**src/hdl/assert_macros.svh**
```systemverilog
// Assertion macros shared by the pooling block.
// No dependencies; take in with a plain include of the bare file name.
`ifndef ASSERT_MACROS_SVH
`define ASSERT_MACROS_SVH

// Implication check, sampled on the rising clock, masked while in reset
`define ASSERT_CLK(lbl, clk, rst, prop, msg) \
   lbl: assert property (@(posedge clk) disable iff (rst) (prop)) else $error(msg);

// Check that also holds during reset
`define ASSERT_ALWAYS(lbl, clk, prop, msg) \
   lbl: assert property (@(posedge clk) (prop)) else $error(msg);

`endif

```
**src/hdl/ppool_pkg.sv**
```systemverilog
// Types and codes shared by the pooling block.
// No dependencies.
package ppool_pkg;

   // Pooling modes; code three behaves as minimum
   localparam logic [1:0] MODE_AVG = 2'd0;
   localparam logic [1:0] MODE_MAX = 2'd1;
   localparam logic [1:0] MODE_MIN = 2'd2;

   // Register indexes on the configuration port
   localparam logic [1:0] REG_POOL_MODE   = 2'd0;
   localparam logic [1:0] REG_WINDOW_LOG2 = 2'd1;
   localparam logic [1:0] REG_IMAGE_SIDE  = 2'd2;

   // Reset values of the registers
   localparam logic [1:0] POOL_MODE_RST   = MODE_MAX;
   localparam logic [1:0] WINDOW_LOG2_RST = 2'd1;
   localparam logic [8:0] IMAGE_SIDE_RST  = 9'd4;

   // Window position of one pixel, decoded from the raster counters
   typedef struct packed {
      logic       geom_ok;     // geometry usable, window may be pooled
      logic       first;       // top-left pixel of its window
      logic       last;        // bottom-right pixel of its window
      logic       frame_end;   // last pixel of the image
      logic [7:0] out_row;     // row in the output map
   } pos_type;

endpackage

```
**src/hdl/ppool_raster.sv**
```systemverilog
// Raster position counters and window decode for the pooling block.
// Depends on ppool_pkg.
module ppool_raster #(
   parameter int MAX_SIDE        = 256,
   parameter int MAX_WINDOW_LOG2 = 3,
   localparam int CW             = $clog2(MAX_SIDE)
) (
   input  logic                clock,
   input  logic                reset,
   input  logic                clear,
   input  logic                advance,
   input  logic [1:0]          window_log2,
   input  logic [8:0]          image_side,
   output logic [CW-1:0]       out_col,
   output ppool_pkg::pos_type  pos
);
   import ppool_pkg::*;

   localparam int SW = CW + 1;

   logic [CW-1:0] col_ff, col_in;
   logic [CW-1:0] row_ff, row_in;
   logic          side_bad;
   logic [SW-1:0] side_eff;
   logic [SW-1:0] side_m1;
   logic [SW-1:0] col_nxt;
   logic [SW-1:0] row_nxt;
   logic [8:0]    win_k;
   logic [CW-1:0] win_m;

   // Out-of-range side wraps the counters at the store depth
   assign side_bad = (image_side == 9'd0) || (32'(image_side) > MAX_SIDE);
   assign side_eff = side_bad ? SW'(MAX_SIDE) : SW'(image_side);
   assign side_m1  = side_eff - SW'(1);
   assign col_nxt  = {1'b0, col_ff} + SW'(1);
   assign row_nxt  = {1'b0, row_ff} + SW'(1);

   // Window side and in-window offset mask
   assign win_k = 9'd1 << window_log2;
   assign win_m = ~({CW{1'b1}} << window_log2);

   // Decode the current pixel's place in its window
   always_comb begin
      pos.geom_ok   = !side_bad && (32'(window_log2) <= MAX_WINDOW_LOG2)
                      && (win_k <= image_side)
                      && ((image_side & (win_k - 9'd1)) == 9'd0);
      pos.first     = ((col_ff & win_m) == '0) && ((row_ff & win_m) == '0);
      pos.last      = ((col_ff & win_m) == win_m) && ((row_ff & win_m) == win_m);
      pos.frame_end = ({1'b0, col_ff} == side_m1) && ({1'b0, row_ff} == side_m1);
      pos.out_row   = 8'(row_ff >> window_log2);
      out_col       = col_ff >> window_log2;
   end

   // Step through the raster, wrap at the end of a row and of the image
   always_comb begin
      col_in = col_ff;
      row_in = row_ff;
      if (clear) begin
         col_in = '0;
         row_in = '0;
      end else if (advance) begin
         if (col_nxt >= side_eff) begin
            col_in = '0;
            row_in = (row_nxt >= side_eff) ? '0 : row_nxt[CW-1:0];
         end else begin
            col_in = col_nxt[CW-1:0];
         end
      end
   end

   always_ff @(posedge clock) begin
      if (reset) begin
         col_ff <= '0;
         row_ff <= '0;
      end else begin
         col_ff <= col_in;
         row_ff <= row_in;
      end
   end

endmodule
```
**config.mk**
```make
export PLATFORM = sky130hd
export DESIGN_NAME = ppool_raster
export DESIGN_NICKNAME = d
export VERILOG_FILES = /design/src/hdl/assert_macros.svh /design/src/hdl/ppool_pkg.sv /design/src/hdl/ppool_raster.sv
export SDC_FILE = /design/constraint.sdc
export NUM_CORES = 1
export LEC_CHECK = 0
export BUFFER_PORTS_ARGS = -buffer_cell sky130_fd_sc_hd__clkbuf_2
export CAP_MARGIN = 20
export CORE_AREA = 2 2 71 73
export DETAILED_ROUTE_END_ITERATION = 8
export DIE_AREA = 0 0 73 75
export GPL_ROUTABILITY_DRIVEN = 0
export PLACE_DENSITY = 0.74
export SLEW_MARGIN = 10
export SYNTH_ARGS = -nofsm -noshare
export SYNTH_HDL_FRONTEND = slang
export SYNTH_SLANG_ARGS = --single-unit
```
**constraint.sdc**
```tcl
create_clock -name clock -period 4.2 [get_ports clock]
set_clock_uncertainty 0.05 [all_clocks]
set_input_delay 0.84 -clock clock [delete_from_list [all_inputs] [get_ports clock]]
set_output_delay 0.84 -clock clock [all_outputs]
set_load 0.01 [all_outputs]
```
==> metrics.csv <==
stage;metric;value;unit
run_status;status;finished, final reports clean;
synthesis;synth_ff_type;dfxtp_1;
cells_and_area;fin_util;59.3;%
floorplan;coreArea;0.00466;sq mm
timing;finalCritPeriodShare;99.7;%
cts;cts_resized;3;
synthesis;synth_nets;350;
cts;cts_setup_buffers;0;
cts;max-clock-path-buffers;2;
cts;cts_hold_buffers;0;
synthesis;ys_warn_count;0;
cells_and_area;area_growth;15.7;%
synthesis;syn_inst;307;
power_and_ir_drop;p_leak;1.21;nW
timing;worst-slew-pin-transition;697;ps
routing;ant_nets;0;
grt;grt_pass1_wl;10900;um
timing;setup_viol;0;
placement;hpwl;5070;um
routing;routed_wl;6550;um
timing;slew_violations;0;
synthesis;syn_avg_cell_area;7.78;sq um
worst_setup_path;r2r_setup_slack;940;ps
grt;grt_pass1_vias;2332;
cells_and_area;drive_gt1_share;25.7;%
floorplan;dieArea;0.00548;sq mm
routing;drt-initial-drc-count;127;
cts;cts_made_buffers;3;
floorplan;die_y;75;um
synthesis;synth.area.top_cells;ha_1, dfxtp_1, mux4_2, nand2_1, a21oi_1;
grt;grtUsageTotal;25.4;%
worst_setup_path;rr_worst_depth;12;
floorplan;start_util;51.3;%
routing;route.detailed.drc;0;
placement;dp_cells;390;
synthesis;syn_area;0.00239;sq mm
cells_and_area;nNetsFinal;384;
synthesis;ys_seq_area_share;13.4;%
grt;grt_max_degree;18;
floorplan;die_w;73;um
synthesis;synth_top_area_cell;ha_1;
cells_and_area;fillCellCount;439;
worst_setup_path;endpoint_kind;output port;
routing;vias_per_cell;6.32;
cells_and_area;multi_input_area;0.00195;sq mm
synthesis;synthArstFlopShare;0;%
timing;slew_headroom;53.4;%
run;drv_cap;0;
worst_setup_path;worstSetupPathType;primary input to output port;
timing;setup_tns;0;ps
power_and_ir_drop;vdd_drop_max;0.120;mV
worst_setup_path;startpoint_type;primary input;
cts;tritoncts;built;
synthesis;synth_enable_flop_cells;0;
cts;clock_latency;250;ps
cells_and_area;antenna_cells;0;
synthesis;synthDominantCellAreaShare;14.7;%
synthesis;synth_cell_type_count;55;
worst_setup_path;reg2reg_to;col_ff[3];
worst_setup_path;crit_slowest_cell;or4_4;
timing;rsz0062_at_grt;true;
worst_setup_path;crit_fanout;9;
worst_hold_path;min_from;row_ff[1];
worst_hold_path;whs_path_depth;2;
timing;holdWs;515;ps
worst_setup_path;critPathArrivalTime;3300;ps
worst_setup_path;worstPathCellList;clkbuf_2 > or4_4 > nand2b_4 > ha_4 > inv_2 > nand2_2 > ha_4 > buf_12 > nand3_1 > o21ai_0 > a32oi_1 > o21ai_1 > o2111ai_2 > a2111oi_4 > buf_2;
floorplan;core.rowCount;25;
placement;numPortBuffers;34;
worst_setup_path;cp_common_cell;ha_4;
timing;fmax;239;MHz
synthesis;yosys_register_bits;16;
routing;dr.pass1.iters;4;
grt;grt_overflow;0;
timing;post-route-min-period;4190;ps
cts;cts_root_buf;clkbuf_8;
cts;clock_sinks;16;
routing;routedWlPerCell;16.7;um
worst_setup_path;r2r-start;col_ff[2];
power_and_ir_drop;power.density;147;mW/mm^2
cts;htree_levels;1;
cells_and_area;seqCellArea;320;sq um
worst_setup_path;max_stage_delay;530;ps
worst_setup_path;cp.required;3310;ps
routing;num_vias;2483;
cts;clkTransAtPathRegs;60;ps
worst_hold_path;min_to;row_ff[1];
cells_and_area;final-instance-count-excl-fill;393;
cells_and_area;final_cell_area;0.00276;sq mm
worst_hold_path;hp-class;register to register;
placement;placed_cell_area;0.00271;sq mm
grt;antenna_found_initial;0;
timing;final_hold_viol_count;0;
floorplan;io_pins;35;
worst max-delay path by stage:
stage / startpoint / to / depth (start not counted)
2_1_floorplan: image_side[0] / pos[8] / 14
3_3_place_gp: image_side[0] / pos[8] / 13
3_5_place_dp: image_side[0] / pos[8] / 13
4_1_cts: image_side[0] / pos[8] / 13
5_1_grt: image_side[0] / pos[8] / 13
6_report: image_side[0] / pos[8] / 15
worst max-delay path: cells and delay by family:
kind                       cells  cell delay, ps
adders and majority gates      2             460
buffers and inverters          4             440
AOI/OAI and AO/OA              5             690
and+or+nand+nor                4             870
sequential cells by signal (all words and copies together) (netlist names):
register / cells
row_ff: 8
col_ff: 8
metal layers:
layer	wire length [um]	vias to the layer above	track usage (%)	part of all wire, %
met5	0	-	0	0
li1	-	1203	-	-
met3	419	21	2.68	6.4
met2	2980	115	41.4	45
met1	2940	1144	33.7	45
met4	213	0	12.1	3.3
power by group:
part | switching [W] | internal (W) | total, W
Clock | 0.0000548 | 0.0000637 | 0.000118
Combinational | 0.0000758 | 0.0000594 | 0.000135
Sequential | 0.00000161 | 0.000152 | 0.000154
Total | 0.000132 | 0.000275 | 0.000408
placed cells by master, fill, tap and decap left out, types with 3 or more instances in the layout:
cell type  Yosys  layout
ha_1          28      26
buf_4          1      21
and2_1         3       3
nand3b_1       3       3
nand4b_1       3       3
a31oi_1        5       5
a21o_1         4       4
xnor2_1        8       7
xor2_1         7       7
mux2i_1        6       6
inv_1          9       8
a21oi_1       20      20
o21ai_0       12      11
mux4_2         8       8
nand2b_1      10      10
nand3_1       18      18
o31ai_1        5       5
nor2b_1        5       5
or2_2          5       5
nor2_1        23      23
nand2_1       30      28
clkbuf_8       1       3
a41oi_1        4       4
dfxtp_1       16      16
clkbuf_2       0      33
o41ai_1        3       3
o211ai_1       7       7
and3_1         6       6
logic make-up after synthesis:
logic type	count (synthesis)	share of synthesized area, %
compound gates	73	20.6
mux	14	10.1
simple gates	125	28.5
buf+inv	36	7.22
xor+xnor	15	5.50
fa+ha+maj	28	14.7
flops	16	13.4
per-stage QoR:
stage               setup slack, ps  power [W]
global route                   -132   0.000430
floorplan                      8.30   0.000245
CTS                           -6.74   0.000409
finish                         10.6   0.000408
global placement               28.6   0.000286
detailed placement            -59.2   0.000288
synthesized netlist by cell type (8+ instances only):
| cell type | number |
|---|---|
| nand2_1 | 30 |
| ha_1 | 28 |
| nor2_1 | 23 |
| a21oi_1 | 20 |
| nand3_1 | 18 |
| dfxtp_1 | 16 |
| clkbuf_1 | 13 |
| o21ai_0 | 12 |
| nand2b_1 | 10 |
| inv_1 | 9 |
| mux4_2 | 8 |
| xnor2_1 | 8 |
final cells by class:
type	count	area share, %
Clock buffer	3	1.49
Inverter	9	1.22
Multi-Input combinational cell	255	70.7
Sequential cell	16	11.6
Tap cell	54	2.44
Timing Repair Buffer	56	12.6
Note: power is estimated with default switching activity, not from simulation.
